==> config.mk <==
export PLATFORM = sky130hd
export DESIGN_NAME = differential_drive_pose_step
export DESIGN_NICKNAME = d
export VERILOG_FILES = /design/src/ddps_pkg.sv /design/src/differential_drive_pose_step.sv /design/src/ddps_mul.sv /design/src/ddps_div.sv /design/src/ddps_cordic.sv
export VERILOG_INCLUDE_DIRS = /design/src /design/src/src
export SDC_FILE = /design/constraint.sdc
export NUM_CORES = 2
export LEC_CHECK = 0
export BUFFER_PORTS_ARGS = -buffer_cell sky130_fd_sc_hd__buf_2
export CORE_MARGIN = 2
export CORE_UTILIZATION = 50
export DETAILED_ROUTE_END_ITERATION = 16
export PLACE_DENSITY_LB_ADDON = 0.08
export SLEW_MARGIN = 30
export SYNTH_ARGS = -nofsm -noshare
export SYNTH_HDL_FRONTEND = slang
export SYNTH_HIERARCHICAL = 1
export SYNTH_SLANG_ARGS = --single-unit
==> constraint.sdc <==
create_clock -name clk -period 27 [get_ports clk]
set_input_delay 8.1 -clock clk [delete_from_list [all_inputs] [get_ports clk]]
set_output_delay 8.1 -clock clk [all_outputs]
set_load 0.1 [all_outputs]
==> src/assert_macros.svh <==
// Assertion macros used by the top-level RTL file of the pose step block
`ifndef ASSERT_MACROS_SVH
`define ASSERT_MACROS_SVH
`ifndef SYNTH
`define ASSERT_IMPL(lbl, clk, rst_n, a, c) \
	lbl: assert property (@(posedge clk) disable iff (!rst_n) (a) |-> (c)) \
		else $error("same-cycle check failed");
`define ASSERT_NEXT(lbl, clk, rst_n, a, c) \
	lbl: assert property (@(posedge clk) disable iff (!rst_n) (a) |=> (c)) \
		else $error("next-cycle check failed");
`else
`define ASSERT_IMPL(lbl, clk, rst_n, a, c)
`define ASSERT_NEXT(lbl, clk, rst_n, a, c)
`endif
`endif

==> src/ddps_pkg.sv <==
// Package: shared widths, constants, register indexes and the arctangent table
package ddps_pkg;

	localparam int CORDIC_STEPS_DEF      = 16;
	localparam int HEADING_FRAC_BITS_DEF = 16;

	localparam int MUL_A_W = 24;
	localparam int MUL_B_W = 18;
	localparam int MUL_P_W = MUL_A_W + MUL_B_W;
	localparam int DEN_W   = 34;
	localparam int TRIG_W  = 33;

	localparam logic [13:0] TWO_PI_Q11 = 14'd12868;
	localparam logic signed [TRIG_W-1:0] CORDIC_GAIN_Q30 = 33'sd652032874;

	localparam logic [3:0] REG_ACCEL_RATE   = 4'd0;
	localparam logic [3:0] REG_SPEED_LIMIT  = 4'd1;
	localparam logic [3:0] REG_FRICTION     = 4'd2;
	localparam logic [3:0] REG_DEADBAND     = 4'd3;
	localparam logic [3:0] REG_TRACK_WIDTH  = 4'd4;
	localparam logic [3:0] REG_BOUND_LOW    = 4'd5;
	localparam logic [3:0] REG_BOUND_HIGH_X = 4'd6;
	localparam logic [3:0] REG_BOUND_HIGH_Y = 4'd7;

	// arctan(2^-i) as a 32-bit binary angle
	function automatic logic [31:0] atan_entry(input logic [4:0] idx);
		logic [31:0] v;
		unique case (idx)
			5'd0:  v = 32'h20000000;
			5'd1:  v = 32'h12E4051E;
			5'd2:  v = 32'h09FB385B;
			5'd3:  v = 32'h051111D4;
			5'd4:  v = 32'h028B0D43;
			5'd5:  v = 32'h0145D7E1;
			5'd6:  v = 32'h00A2F61E;
			5'd7:  v = 32'h00517C55;
			5'd8:  v = 32'h0028BE53;
			5'd9:  v = 32'h00145F2F;
			5'd10: v = 32'h000A2F98;
			5'd11: v = 32'h000517CC;
			5'd12: v = 32'h00028BE6;
			5'd13: v = 32'h000145F3;
			5'd14: v = 32'h0000A2F9;
			5'd15: v = 32'h0000517C;
			5'd16: v = 32'h000028BE;
			5'd17: v = 32'h0000145F;
			5'd18: v = 32'h00000A2F;
			5'd19: v = 32'h00000517;
			5'd20: v = 32'h0000028B;
			5'd21: v = 32'h00000145;
			5'd22: v = 32'h000000A2;
			5'd23: v = 32'h00000051;
			default: v = 32'h0;
		endcase
		return v;
	endfunction

endpackage

==> src/differential_drive_pose_step.sv <==
// Top level: pose step sequencer around a shared multiplier, divider and CORDIC
//
// One input transaction is one time tick: four command bits and time_step.
// The block applies the commands, friction, deadband and speed clamp to both
// wheels, turns the heading, rotates with a CORDIC and moves x and y, then
// offers exactly one result transaction carrying pose and wheel speeds.
// Channels use valid/ready; in_ready is high only while the sequencer idles.
// The next tick is accepted only after the sequencer has finished the last
// one and loaded its result into the output register; that time is set by
// the bit-serial heading divider and by the CORDIC_STEPS rotations.
// The result sits in an output register, so the next tick may be accepted
// while it waits; if the receiver still stalls when the next result is ready
// the sequencer holds in its final state until the register frees.
// Configuration writes take effect at once and should happen while idle;
// indexes beyond the register list are ignored.
// Reset (arst_n low) zeroes the wheel speeds and heading, puts x and y at
// 150 cm and restores the register defaults.
`include "assert_macros.svh"
module differential_drive_pose_step #(
	parameter int CORDIC_STEPS      = ddps_pkg::CORDIC_STEPS_DEF,
	parameter int HEADING_FRAC_BITS = ddps_pkg::HEADING_FRAC_BITS_DEF
) (
	input  logic               clk,
	input  logic               arst_n,
	input  logic               cfg_we,
	input  logic [3:0]         cfg_index,
	input  logic [19:0]        cfg_data,
	input  logic               in_valid,
	output logic               in_ready,
	input  logic               spin_positive,
	input  logic               spin_negative,
	input  logic               left_reverse,
	input  logic               right_reverse,
	input  logic [15:0]        time_step,
	output logic               out_valid,
	input  logic               out_ready,
	output logic [19:0]        pos_x,
	output logic [19:0]        pos_y,
	output logic [15:0]        heading,
	output logic signed [18:0] left_speed,
	output logic signed [18:0] right_speed
);

	localparam int ACC_W = 16 + HEADING_FRAC_BITS;
	localparam int NUM_W = 47 + HEADING_FRAC_BITS;
	localparam int SHIFT = HEADING_FRAC_BITS + 11;
	localparam int TW    = ddps_pkg::TRIG_W;

	localparam logic [4:0] S_IDLE = 5'd0;
	localparam logic [4:0] S_MACC = 5'd1;
	localparam logic [4:0] S_CMD  = 5'd2;
	localparam logic [4:0] S_MFL  = 5'd3;
	localparam logic [4:0] S_MFR  = 5'd4;
	localparam logic [4:0] S_RSH  = 5'd5;
	localparam logic [4:0] S_MDIF = 5'd6;
	localparam logic [4:0] S_MDEN = 5'd7;
	localparam logic [4:0] S_MSUM = 5'd8;
	localparam logic [4:0] S_WP   = 5'd9;
	localparam logic [4:0] S_DIV  = 5'd10;
	localparam logic [4:0] S_HUPD = 5'd11;
	localparam logic [4:0] S_CORD = 5'd12;
	localparam logic [4:0] S_TSL  = 5'd13;
	localparam logic [4:0] S_TSH  = 5'd14;
	localparam logic [4:0] S_TCL  = 5'd15;
	localparam logic [4:0] S_TCH  = 5'd16;
	localparam logic [4:0] S_TY   = 5'd17;
	localparam logic [4:0] S_DONE = 5'd18;

	// configuration registers
	logic [17:0] accel_q, lim_q;
	logic [15:0] ff_q, db_q;
	logic [19:0] tw_q, blo_q, bhx_q, bhy_q;

	// sequencer and working state
	logic [4:0]         state_q;
	logic [3:0]         cmd_q;
	logic [15:0]        dt_q;
	logic signed [21:0] lw_q, rw_q;
	logic signed [18:0] l_q, r_q;
	logic [19:0]        x_q, y_q;
	logic [ACC_W-1:0]   acc_q;
	logic               diffneg_q, psign_q;
	logic [34:0]        prod_q, pmag_q;
	logic [35:0]        plo_q;
	logic               out_valid_q;

	logic [ddps_pkg::MUL_A_W-1:0] mul_a;
	logic [ddps_pkg::MUL_B_W-1:0] mul_b;
	logic [ddps_pkg::MUL_P_W-1:0] mul_p;

	logic                 div_start, div_done;
	logic [NUM_W-1:0]     div_dividend;
	logic [ACC_W-1:0]     div_quot;
	logic                 cor_start, cor_done;
	logic signed [TW-1:0] cos_v, sin_v;
	logic [ACC_W-1:0]     acc_nx;

	logic               accept, out_free;
	logic [34:0]        d_sum;
	logic signed [21:0] dd, cl, cr;
	logic [37:0]        fr_sum;
	logic [21:0]        fr_mag;
	logic [17:0]        sh_mag;
	logic               sh_neg;
	logic signed [18:0] sh_val;
	logic signed [19:0] diff, psum;
	logic [19:0]        diff_mag, psum_mag;
	logic [19:0]        tw_eff;
	logic signed [TW-1:0] trig;
	logic [TW-1:0]      trig_mag;
	logic [TW:0]        t_sum;
	logic [17:0]        t16;
	logic [54:0]        mv_sum;
	logic [21:0]        mv_m;
	logic               mv_sub;
	logic signed [23:0] pos_old, pos_new, pos_lo, pos_hi, pos_cl;

	assign accept   = in_valid && in_ready;
	assign in_ready = state_q == S_IDLE;
	assign out_free = !out_valid_q || out_ready;

	// apply the command bits with d = round(accel * dt)
	always_comb begin
		d_sum = {1'b0, mul_p[33:0]} + 35'h8000;
		dd    = $signed({3'b0, d_sum[34:16]});
		cl    = 22'(l_q);
		cr    = 22'(r_q);
		if (cmd_q[0]) begin
			cl = cl - dd;
			cr = cr + dd;
		end
		if (cmd_q[1]) begin
			cl = cl + dd;
			cr = cr - dd;
		end
		if (cmd_q[2]) begin
			cl = cl - dd;
		end
		if (cmd_q[3]) begin
			cr = cr - dd;
		end
	end

	// friction rounding, deadband and magnitude clamp for one wheel
	always_comb begin
		fr_sum = mul_p[37:0] + 38'h8000;
		fr_mag = fr_sum[37:16];
		sh_neg = (state_q == S_MFR) ? lw_q[21] : rw_q[21];
		if (fr_mag < {6'b0, db_q}) begin
			sh_mag = '0;
		end else if (fr_mag > {4'b0, lim_q}) begin
			sh_mag = lim_q;
		end else begin
			sh_mag = fr_mag[17:0];
		end
		sh_val = sh_neg ? -$signed({1'b0, sh_mag}) : $signed({1'b0, sh_mag});
	end

	// speed sum and difference, heading dividend
	always_comb begin
		diff         = 20'(r_q) - 20'(l_q);
		psum         = 20'(r_q) + 20'(l_q);
		diff_mag     = diff[19] ? 20'(-diff) : 20'(diff);
		psum_mag     = psum[19] ? 20'(-psum) : 20'(psum);
		tw_eff       = (tw_q == '0) ? 20'd1 : tw_q;
		div_dividend = (NUM_W'(prod_q) << SHIFT) + NUM_W'(mul_p[33:1]);
		acc_nx       = diffneg_q ? acc_q - div_quot : acc_q + div_quot;
	end

	// trig rounded to Q16 and the two-part move product
	always_comb begin
		trig     = (state_q == S_TSL || state_q == S_TSH) ? sin_v : cos_v;
		trig_mag = trig[TW-1] ? TW'(-trig) : TW'(trig);
		t_sum    = {1'b0, trig_mag} + (TW+1)'(14'h2000);
		t16      = t_sum[31:14];
		mv_sum   = {1'b0, mul_p[35:0], 18'b0} + 55'(plo_q) + (55'd1 << 32);
		mv_m     = mv_sum[54:33];
	end

	// add or subtract the move and clamp the coordinate
	always_comb begin
		if (state_q == S_TCL) begin
			pos_old = $signed({4'b0, x_q});
			pos_hi  = $signed({4'b0, bhx_q});
			mv_sub  = sin_v[TW-1] ^ psign_q;
		end else begin
			pos_old = $signed({4'b0, y_q});
			pos_hi  = $signed({4'b0, bhy_q});
			mv_sub  = !(cos_v[TW-1] ^ psign_q);
		end
		pos_lo  = $signed({4'b0, blo_q});
		pos_new = mv_sub ? pos_old - $signed({2'b0, mv_m}) : pos_old + $signed({2'b0, mv_m});
		pos_cl  = pos_new;
		if (pos_cl < pos_lo) begin
			pos_cl = pos_lo;
		end
		if (pos_cl > pos_hi) begin
			pos_cl = pos_hi;
		end
	end

	// select multiplier operands for the current step
	always_comb begin
		mul_a = '0;
		mul_b = '0;
		unique case (state_q)
			S_MACC: begin
				mul_a = 24'(accel_q);
				mul_b = 18'(dt_q);
			end
			S_MFL: begin
				mul_a = 24'(lw_q[21] ? -lw_q : lw_q);
				mul_b = 18'(ff_q);
			end
			S_MFR: begin
				mul_a = 24'(rw_q[21] ? -rw_q : rw_q);
				mul_b = 18'(ff_q);
			end
			S_MDIF: begin
				mul_a = 24'(diff_mag);
				mul_b = 18'(dt_q);
			end
			S_MDEN: begin
				mul_a = 24'(tw_eff);
				mul_b = 18'(ddps_pkg::TWO_PI_Q11);
			end
			S_MSUM: begin
				mul_a = 24'(psum_mag);
				mul_b = 18'(dt_q);
			end
			S_TSL, S_TCL: begin
				mul_a = 24'(t16);
				mul_b = pmag_q[17:0];
			end
			S_TSH, S_TCH: begin
				mul_a = 24'(t16);
				mul_b = {1'b0, pmag_q[34:18]};
			end
			default: begin
				mul_a = '0;
				mul_b = '0;
			end
		endcase
	end

	assign div_start = state_q == S_MSUM;
	assign cor_start = state_q == S_HUPD;

	ddps_mul u_mul (
		.clk (clk),
		.a   (mul_a),
		.b   (mul_b),
		.p   (mul_p)
	);

	ddps_div #(
		.NUM_W (NUM_W),
		.Q_W   (ACC_W)
	) u_div (
		.clk      (clk),
		.arst_n   (arst_n),
		.start    (div_start),
		.dividend (div_dividend),
		.divisor  (mul_p[ddps_pkg::DEN_W-1:0]),
		.done     (div_done),
		.quot     (div_quot)
	);

	ddps_cordic #(
		.STEPS (CORDIC_STEPS)
	) u_cordic (
		.clk    (clk),
		.arst_n (arst_n),
		.start  (cor_start),
		.angle  (acc_nx[ACC_W-1 -: 16]),
		.done   (cor_done),
		.cos_o  (cos_v),
		.sin_o  (sin_v)
	);

	// take configuration writes
	always_ff @(posedge clk or negedge arst_n) begin
		if (!arst_n) begin
			accel_q <= 18'd160846;
			lim_q   <= 18'd160846;
			ff_q    <= 16'd63570;
			db_q    <= 16'd256;
			tw_q    <= 20'd25600;
			blo_q   <= 20'd25600;
			bhx_q   <= 20'd204800;
			bhy_q   <= 20'd204800;
		end else if (cfg_we) begin
			case (cfg_index)
				ddps_pkg::REG_ACCEL_RATE:   accel_q <= cfg_data[17:0];
				ddps_pkg::REG_SPEED_LIMIT:  lim_q   <= cfg_data[17:0];
				ddps_pkg::REG_FRICTION:     ff_q    <= cfg_data[15:0];
				ddps_pkg::REG_DEADBAND:     db_q    <= cfg_data[15:0];
				ddps_pkg::REG_TRACK_WIDTH:  tw_q    <= cfg_data;
				ddps_pkg::REG_BOUND_LOW:    blo_q   <= cfg_data;
				ddps_pkg::REG_BOUND_HIGH_X: bhx_q   <= cfg_data;
				ddps_pkg::REG_BOUND_HIGH_Y: bhy_q   <= cfg_data;
				default: ;
			endcase
		end
	end

	// sequencer, pose state and output register
	always_ff @(posedge clk or negedge arst_n) begin
		if (!arst_n) begin
			state_q     <= S_IDLE;
			l_q         <= '0;
			r_q         <= '0;
			x_q         <= 20'd38400;
			y_q         <= 20'd38400;
			acc_q       <= '0;
			out_valid_q <= 1'b0;
		end else begin
			if (out_valid_q && out_ready) begin
				out_valid_q <= 1'b0;
			end
			unique case (state_q)
				S_IDLE: if (accept) state_q <= S_MACC;
				S_MACC: state_q <= S_CMD;
				S_CMD:  state_q <= S_MFL;
				S_MFL:  state_q <= S_MFR;
				S_MFR: begin
					l_q     <= sh_val;
					state_q <= S_RSH;
				end
				S_RSH: begin
					r_q     <= sh_val;
					state_q <= S_MDIF;
				end
				S_MDIF: state_q <= S_MDEN;
				S_MDEN: state_q <= S_MSUM;
				S_MSUM: state_q <= S_WP;
				S_WP:   state_q <= S_DIV;
				S_DIV:  if (div_done) state_q <= S_HUPD;
				S_HUPD: begin
					acc_q   <= acc_nx;
					state_q <= S_CORD;
				end
				S_CORD: if (cor_done) state_q <= S_TSL;
				S_TSL:  state_q <= S_TSH;
				S_TSH:  state_q <= S_TCL;
				S_TCL: begin
					x_q     <= pos_cl[19:0];
					state_q <= S_TCH;
				end
				S_TCH:  state_q <= S_TY;
				S_TY: begin
					y_q     <= pos_cl[19:0];
					state_q <= S_DONE;
				end
				S_DONE: begin
					if (out_free) begin
						out_valid_q <= 1'b1;
						state_q     <= S_IDLE;
					end
				end
				default: state_q <= S_IDLE;
			endcase
		end
	end

	// working payload registers
	always_ff @(posedge clk) begin
		if (accept) begin
			cmd_q <= {right_reverse, left_reverse, spin_negative, spin_positive};
			dt_q  <= time_step;
		end
		if (state_q == S_CMD) begin
			lw_q <= cl;
			rw_q <= cr;
		end
		if (state_q == S_MDIF) begin
			diffneg_q <= diff[19];
		end
		if (state_q == S_MDEN) begin
			prod_q <= mul_p[34:0];
		end
		if (state_q == S_MSUM) begin
			psign_q <= psum[19];
		end
		if (state_q == S_WP) begin
			pmag_q <= mul_p[34:0];
		end
		if (state_q == S_TSH || state_q == S_TCH) begin
			plo_q <= mul_p[35:0];
		end
		if (state_q == S_DONE && out_free) begin
			pos_x       <= x_q;
			pos_y       <= y_q;
			heading     <= acc_q[ACC_W-1 -: 16];
			left_speed  <= l_q;
			right_speed <= r_q;
		end
	end

	assign out_valid = out_valid_q;

	`ASSERT_IMPL(a_ready_idle, clk, arst_n, in_ready, state_q == S_IDLE)
	`ASSERT_IMPL(a_div_done_state, clk, arst_n, div_done, state_q == S_DIV)
	`ASSERT_IMPL(a_cor_done_state, clk, arst_n, cor_done, state_q == S_CORD)
	`ASSERT_NEXT(a_done_loads, clk, arst_n, state_q == S_DONE && !out_valid_q, out_valid_q)

endmodule

==> src/ddps_mul.sv <==
// Shared unsigned multiplier with a registered product
module ddps_mul (
	input  logic                         clk,
	input  logic [ddps_pkg::MUL_A_W-1:0] a,
	input  logic [ddps_pkg::MUL_B_W-1:0] b,
	output logic [ddps_pkg::MUL_P_W-1:0] p
);

	// register the full product
	always_ff @(posedge clk) begin
		p <= ddps_pkg::MUL_P_W'(a) * ddps_pkg::MUL_P_W'(b);
	end

endmodule

==> src/ddps_div.sv <==
// Bit-serial restoring divider, one quotient bit per cycle
module ddps_div #(
	parameter int NUM_W = 63,
	parameter int Q_W   = 32
) (
	input  logic                       clk,
	input  logic                       arst_n,
	input  logic                       start,
	input  logic [NUM_W-1:0]           dividend,
	input  logic [ddps_pkg::DEN_W-1:0] divisor,
	output logic                       done,
	output logic [Q_W-1:0]             quot
);

	localparam int CNT_W = $clog2(NUM_W + 1);

	logic [NUM_W-1:0]           num_q;
	logic [ddps_pkg::DEN_W-1:0] den_q;
	logic [ddps_pkg::DEN_W-1:0] rem_q;
	logic [Q_W-1:0]             quot_q;
	logic [CNT_W-1:0]           cnt_q;
	logic                       busy_q;
	logic                       done_q;
	logic [ddps_pkg::DEN_W:0]   rem_sh;
	logic [ddps_pkg::DEN_W:0]   rem_sub;
	logic                       ge;

	// trial subtract of the divisor
	always_comb begin
		rem_sh  = {rem_q, num_q[NUM_W-1]};
		ge      = rem_sh >= {1'b0, den_q};
		rem_sub = rem_sh - {1'b0, den_q};
	end

	// control: count the quotient bits
	always_ff @(posedge clk or negedge arst_n) begin
		if (!arst_n) begin
			busy_q <= 1'b0;
			done_q <= 1'b0;
			cnt_q  <= '0;
		end else begin
			done_q <= 1'b0;
			if (start) begin
				busy_q <= 1'b1;
				cnt_q  <= CNT_W'(NUM_W);
			end else if (busy_q) begin
				cnt_q <= cnt_q - 1'b1;
				if (cnt_q == CNT_W'(1)) begin
					busy_q <= 1'b0;
					done_q <= 1'b1;
				end
			end
		end
	end

	// datapath: shift in a dividend bit, keep the low quotient bits
	always_ff @(posedge clk) begin
		if (start) begin
			num_q  <= dividend;
			den_q  <= divisor;
			rem_q  <= '0;
			quot_q <= '0;
		end else if (busy_q) begin
			num_q  <= {num_q[NUM_W-2:0], 1'b0};
			rem_q  <= ge ? rem_sub[ddps_pkg::DEN_W-1:0] : rem_sh[ddps_pkg::DEN_W-1:0];
			quot_q <= {quot_q[Q_W-2:0], ge};
		end
	end

	assign done = done_q;
	assign quot = quot_q;

endmodule

==> src/ddps_cordic.sv <==
// Iterative CORDIC in rotation mode: cosine and sine of a 16-bit angle, Q30
module ddps_cordic #(
	parameter int STEPS = 16
) (
	input  logic                               clk,
	input  logic                               arst_n,
	input  logic                               start,
	input  logic [15:0]                        angle,
	output logic                               done,
	output logic signed [ddps_pkg::TRIG_W-1:0] cos_o,
	output logic signed [ddps_pkg::TRIG_W-1:0] sin_o
);

	localparam int W = ddps_pkg::TRIG_W;

	logic signed [W-1:0] x_q, y_q, z_q;
	logic signed [W-1:0] dx, dy, at;
	logic [4:0]          i_q;
	logic                busy_q, done_q, flip_q;
	logic                flip;
	logic [15:0]         folded;

	// fold into the right half-plane by a half-turn
	always_comb begin
		flip   = angle[15] ^ angle[14];
		folded = {angle[15] ^ flip, angle[14:0]};
		dx     = y_q >>> i_q;
		dy     = x_q >>> i_q;
		at     = $signed({1'b0, ddps_pkg::atan_entry(i_q)});
	end

	// control: count rotations
	always_ff @(posedge clk or negedge arst_n) begin
		if (!arst_n) begin
			busy_q <= 1'b0;
			done_q <= 1'b0;
			i_q    <= '0;
		end else begin
			done_q <= 1'b0;
			if (start) begin
				busy_q <= 1'b1;
				i_q    <= '0;
			end else if (busy_q) begin
				i_q <= i_q + 1'b1;
				if (i_q == 5'(STEPS - 1)) begin
					busy_q <= 1'b0;
					done_q <= 1'b1;
				end
			end
		end
	end

	// datapath: one micro-rotation a cycle
	always_ff @(posedge clk) begin
		if (start) begin
			x_q    <= ddps_pkg::CORDIC_GAIN_Q30;
			y_q    <= '0;
			z_q    <= $signed({{(W-32){folded[15]}}, folded, 16'h0});
			flip_q <= flip;
		end else if (busy_q) begin
			if (!z_q[W-1]) begin
				x_q <= x_q - dx;
				y_q <= y_q + dy;
				z_q <= z_q - at;
			end else begin
				x_q <= x_q + dx;
				y_q <= y_q - dy;
				z_q <= z_q + at;
			end
		end
	end

	assign done  = done_q;
	assign cos_o = flip_q ? -x_q : x_q;
	assign sin_o = flip_q ? -y_q : y_q;

endmodule
# After elaboration in Yosys (flattened, before gate mapping)
# Memory sizes are Yosys's and may differ from the RTL's.
# Cells that the tools add are included.
[op_classes] multipliers=1 magnitude_cmp=5 bitwise_logic=4 shifts=2 eq_ne=31 n_addsub=35 n_mux=60 n_reduce_logical=27
[ops] cell="2-to-1 mux 33 bit" count=8
[ops] cell="case mux 24 bit (7 select lines)" count=1
[ops] cell="2-to-1 mux 22 bit" count=6
[ops] cell="2-to-1 mux 63 bit" count=2
[ops] cell="2-to-1 mux 20 bit" count=6
[ops] cell="adder 33 bit" count=3
[ops] cell="subtractor 33 bit" count=3
[ops] cell="2-to-1 mux 24 bit" count=4
[ops] cell="case mux 5 bit (19 select lines)" count=1
[ops] cell="case mux 18 bit (5 select lines)" count=1
[ops] cell="negator 33 bit" count=2
[ops] cell=">>> shifter 33 x 5 -> 33 bit" count=2
[ops] cell="subtractor 22 x 20 -> 22 bit" count=3
[ops] cell="2-to-1 mux 32 bit" count=2
[ops] cell="adder 62 x 33 -> 63 bit" count=1
[ops] cell="adder 54 x 36 -> 55 bit" count=1
[ops] cell="adder 55 x 33 -> 55 bit, second input constant" count=1
[ops] cell="negator 22 -> 24 bit" count=2
[ops] cell="== test 5 x 4 -> 1 bit, second input constant" count=9
[ops] cell="negator 20 bit" count=2
[ops] cell="adder 38 x 16 -> 38 bit, second input constant" count=1
[ops] cell="multiplier 24 x 18 -> 38 bit" count=1
[ops] cell="2-to-1 mux 18 bit" count=2
[ops] cell="adder 34 x 16 -> 35 bit, second input constant" count=1
[ops] cell="48 further kinds" count=100
[word_totals] reg_bits=846 wordCells=211 output_inout_bits=96 rom_bits=960 inputBits=49 n_memories=1
[memory_table] name="(no name shown)" depth=32 width=30 rd=1 rd_clocked_by_memory_dff=0 wr=0 line_no="ddps_pkg.sv:28" text="unique case (idx)"

# Depth between registers and ports, before layout
[depth] word_depth=10 ltp_mapped=52 ltp_nobuf=48

# By module
# Netlist, hierarchy kept.
[by_module_without_submodules] module="differential_drive_pose_step" n_inst=1 seq_area_each_um2=14112.3 area_each_um2=39814.4 cells_per_inst=4324
[by_module_without_submodules] module="ddps_cordic" n_inst=1 seq_area_each_um2=2357.3 area_each_um2=17539.3 cells_per_inst=2264
[by_module_without_submodules] module="ddps_mul" n_inst=1 seq_area_each_um2=840.8 area_each_um2=14790.4 cells_per_inst=1669
[by_module_without_submodules] module="ddps_div" n_inst=1 seq_area_each_um2=4434.3 area_each_um2=8675.8 cells_per_inst=775

# Least setup slack after synthesis
# No wires, ideal clock.
[synth_path] path_type="register to output" startpoint="register state_q[2]" endpoint="output port in_ready" required_ns=18.900 path_slack_ns=15.773 n_path_buf=2 t_arrival_ns=3.127 stages_incl_launch_ff=5 cell_sequence="dfrtp_1 > clkbuf_1 > or3_1 > clkbuf_1 > nor3_1"
[synth_via] elab_chain_cells=1
[synth_lines] item="start: declaration" line_no="differential_drive_pose_step.sv:75" text="logic [4:0] state_q;"
[synth_lines] item="start signal: assignment" line_no="differential_drive_pose_step.sv:310" text="state_q <= S_IDLE;"
[synth_lines] item="start signal: assignment" line_no="differential_drive_pose_step.sv:322" text="S_IDLE: if (accept) state_q <= S_MACC;"
[synth_lines] item="start signal: assignment" line_no="differential_drive_pose_step.sv:323" text="S_MACC: state_q <= S_CMD;"
[synth_lines] item="zero test 5 bit" line_no="differential_drive_pose_step.sv:119" text="assign in_ready = state_q == S_IDLE;"
[synth_lines] item="end: declaration" line_no="differential_drive_pose_step.sv:29" text="output logic in_ready,"
# Every way passes these cells.

# Worst setup path after layout
[layout_path] startpoint="register u_cordic.x_q[6]" endpoint="register u_mul/p[37] (netlist bit)"
[layout_via] word_cells_on_any_way=8 cone_classes="3 x add/sub; 1 x mul; 4 x mux"
[layout_rtl] item="start: declaration" line_no="ddps_cordic.sv:16" text="logic signed [W-1:0] x_q, y_q, z_q;"
[layout_rtl] item="start signal: assignment" line_no="ddps_cordic.sv:56" text="x_q <= ddps_pkg::CORDIC_GAIN_Q30;"
[layout_rtl] item="start signal: assignment" line_no="ddps_cordic.sv:62" text="x_q <= x_q - dx;"
[layout_rtl] item="start signal: assignment" line_no="ddps_cordic.sv:66" text="x_q <= x_q + dx;"
[layout_rtl] item="negator 33 bit" line_no="ddps_cordic.sv:74" text="assign cos_o = flip_q ? -x_q : x_q;"
[layout_rtl] item="2-to-1 mux 33 bit" line_no="ddps_cordic.sv:74"
[layout_rtl] item="net cos_v[32]" line_no="differential_drive_pose_step.sv:95" text="logic signed [TW-1:0] cos_v, sin_v;"
[layout_rtl] item="2-to-1 mux 33 bit" line_no="differential_drive_pose_step.sv:172" text="trig = (state_q == S_TSL || state_q == S_TSH) ? sin_v : cos_v;"
[layout_rtl] item="2-to-1 mux 32 bit" line_no="differential_drive_pose_step.sv:173" text="trig_mag = trig[TW-1] ? TW'(-trig) : TW'(trig);"
[layout_rtl] item="adder 32 x 14 -> 32 bit" line_no="differential_drive_pose_step.sv:174" text="t_sum = {1'b0, trig_mag} + (TW+1)'(14'h2000);"
[layout_rtl] item="case mux 24 bit (7 select lines)" line_no="differential_drive_pose_step.sv:206" text="unique case (state_q)"
[layout_rtl] item="net mul_a, one bit" line_no="differential_drive_pose_step.sv:87" text="logic [ddps_pkg::MUL_A_W-1:0] mul_a;"
[layout_rtl] item="multiplier 24 x 18 -> 38 bit" line_no="ddps_mul.sv:11" text="p <= ddps_pkg::MUL_P_W'(a) * ddps_pkg::MUL_P_W'(b);"
[layout_rtl] item="end signal: assignment" line_no="ddps_mul.sv:11"
[layout_rtl] item="end: declaration" line_no="ddps_mul.sv:6" text="output logic [ddps_pkg::MUL_P_W-1:0] p"
# The timed path passes the listed nets, and every way through them passes these cells.
# A chain may end at the register's enable or synchronous reset.

==> impl_results.md <==
- Final period utilization: 45.5%
- Area delta synth->final: 7.74%
- Mapped Avg Cell Area: 8.94 um^2
- Number of post-CTS setup repair buffers: 0
- CTS Hold Bufs: 0
- Clock Root Buffer: clkbuf_16
- CP Capture Type: flop
- Warnings, synthesis: 6
- WS Path Type: flop to flop
- Initial cell density of the core: 50.1%
- Critical path's slowest cell: or4_1
- Initial antenna violation count: 13
- Pins over their slew limit: 0
- Die width: 405 um
- Wire length per cell: 24.3 um
- GR Overflow Total: 0
- Outcome: complete, no violations
- Core area: 160000 um^2
- IO Pins: 145
- TritonCTS clock tree: yes
- CP top delay family: simple AND/OR/NAND/NOR gates
- Clock Latency Late Sink: 780 ps
- F_max: 81.5 MHz
- Via Count: 67.8k
- Vias in the first global route: 66.3k
- Tmin final: 12280 ps
- Die area: 164000 um^2
- Inst Count DP: 10.9k
- Port bufs: 144
- DR iter-0 viols: 6497
- Gp weighted congestion: 0.981
- Maxcap violations: 0
- CP Max Fanout: 18
- Critical Path RT: 27660 ps
- Final setup vio count: 0
- CTS sink count: 828
- RSZ-0062 raised after global routing: false
- GRT Util Overall: 32.6%
- Worst min path class: flop to flop
- Setup WS pre-CTS: 14880 ps
- Post-DRT Antenna Nets: 0
- First-pass GRT wire length: 410000 um
- Total Nets Final: 9925
- # rows: 147
- Largest net degree at the start of global routing: 85
- Mapped Cells: 8971
- Clk buf depth: 3
- Fillers: 14.9k
- Dpl hpwl: 203000 um
- Cell area after synthesis: 80200 um^2
- H-tree depth: 3
- Post-CTS sizing: 0
- Worst Path Arrival: 12930 ps
- Layout cells sized above 1: 11.4%
- Clock transition at path regs: 60 ps
- Hold Vio Cnt, Final: 0
- Crit path buf inv count: 6
- DRC violations left: 0
- Worst hold slack: 452 ps
- Fin cells: 11.1k
- Die Y: 405 um
- Tightest Pin Transition: 1060 ps
- Crit path largest cell delay: 580 ps
- Relative slew slack: 28.7%
- Vias per inst: 6.11
- Crit-path most repeated cell: fa_1
- Setup crit start kind: flop
- Setup Skew: 62.1 ps
- TritonRoute pass-1 iters: 9
- Final WS setup: 14720 ps
- Setup TNS: 0 ps
- CTS buffer count: 98
- WL final: 269000 um
-- placed cells by master (no fill, tap or decap), types with 148 or more instances in the layout --
master / instances
nand2_1: 974
mux2_2: 273
fa_1: 366
buf_4: 153
inv_1: 753
and2_1: 203
xnor2_1: 448
dfrtp_1: 225
nand3_1: 148
mux2i_1: 219
xor2_1: 230
nor2_1: 630
ha_1: 591
edfxtp_1: 363
a21oi_1: 488
o21ai_0: 443
dfxtp_1: 186
-- path summary, 6_finish.rpt --
kind,from,to,slack (ps),cells past startpoint
setup / recovery,u_cordic/x_q[6]$_SDFFE_PP1P_,u_mul/p[37]$_DFF_P_,14720,43
hold / removal,acc_q[26]$_DFFE_PN0P_,heading[10]$_DFFE_PP_,450,0
max in group asynchronous,arst_n,accel_q[16]$_DFFE_PN0P_,17050,4
setup reg to reg,u_cordic/x_q[6]$_SDFFE_PP1P_,u_mul/p[37]$_DFF_P_,14720,43
hold reg to reg,acc_q[26]$_DFFE_PN0P_,heading[10]$_DFFE_PP_,450,0
min in group asynchronous,arst_n,u_cordic/i_q[1]$_DFFE_PN0P_,7230,1
-- state kept, by name, summed over array words and instances (netlist names), 22 cells and up --
signal,count
u_div/rem_q,34
rw_q,22
prod_q,35
u_div/quot,32
u_div/den_q,34
u_cordic/y_q,33
lw_q,22
u_cordic/x_q,33
u_cordic/z_q,33
acc_q,32
u_div/num_q,63
pmag_q,35
u_mul/p,38
-- metrics by stage --
stage / utilization [%] / area [um^2]
floorplan: - / 80300
global placement: 51.8 / 83000
detailed placement: 51.9 / 83100
CTS: 54.0 / 86400
global route: 54.0 / 86400
finish: 54.0 / 86500
-- routing by layer --
layer	global-route usage [%]	routed length [um]	vias to the layer above
met5	0	72	-
met4	13.0	11800	12
met3	5.53	20400	576
met2	51.6	121000	2603
met1	44.4	116000	33200
li1	-	-	31400
-- final cells by class --
cell class,count,area [um^2],area share (%)
inverters,761,2860,3.31
well taps,2086,2610,3.02
flip-flops and latches,828,21700,25.1
clock buffers,126,2670,3.09
diodes,3,7.51,0.00868
repair buffers,303,2000,2.31
multi-input cells,6927,54000,62.4
clock inverters,60,656,0.758
Power is not shown: default switching activity piles up to over one toggle a cycle in this logic, so the estimate is an artifact.
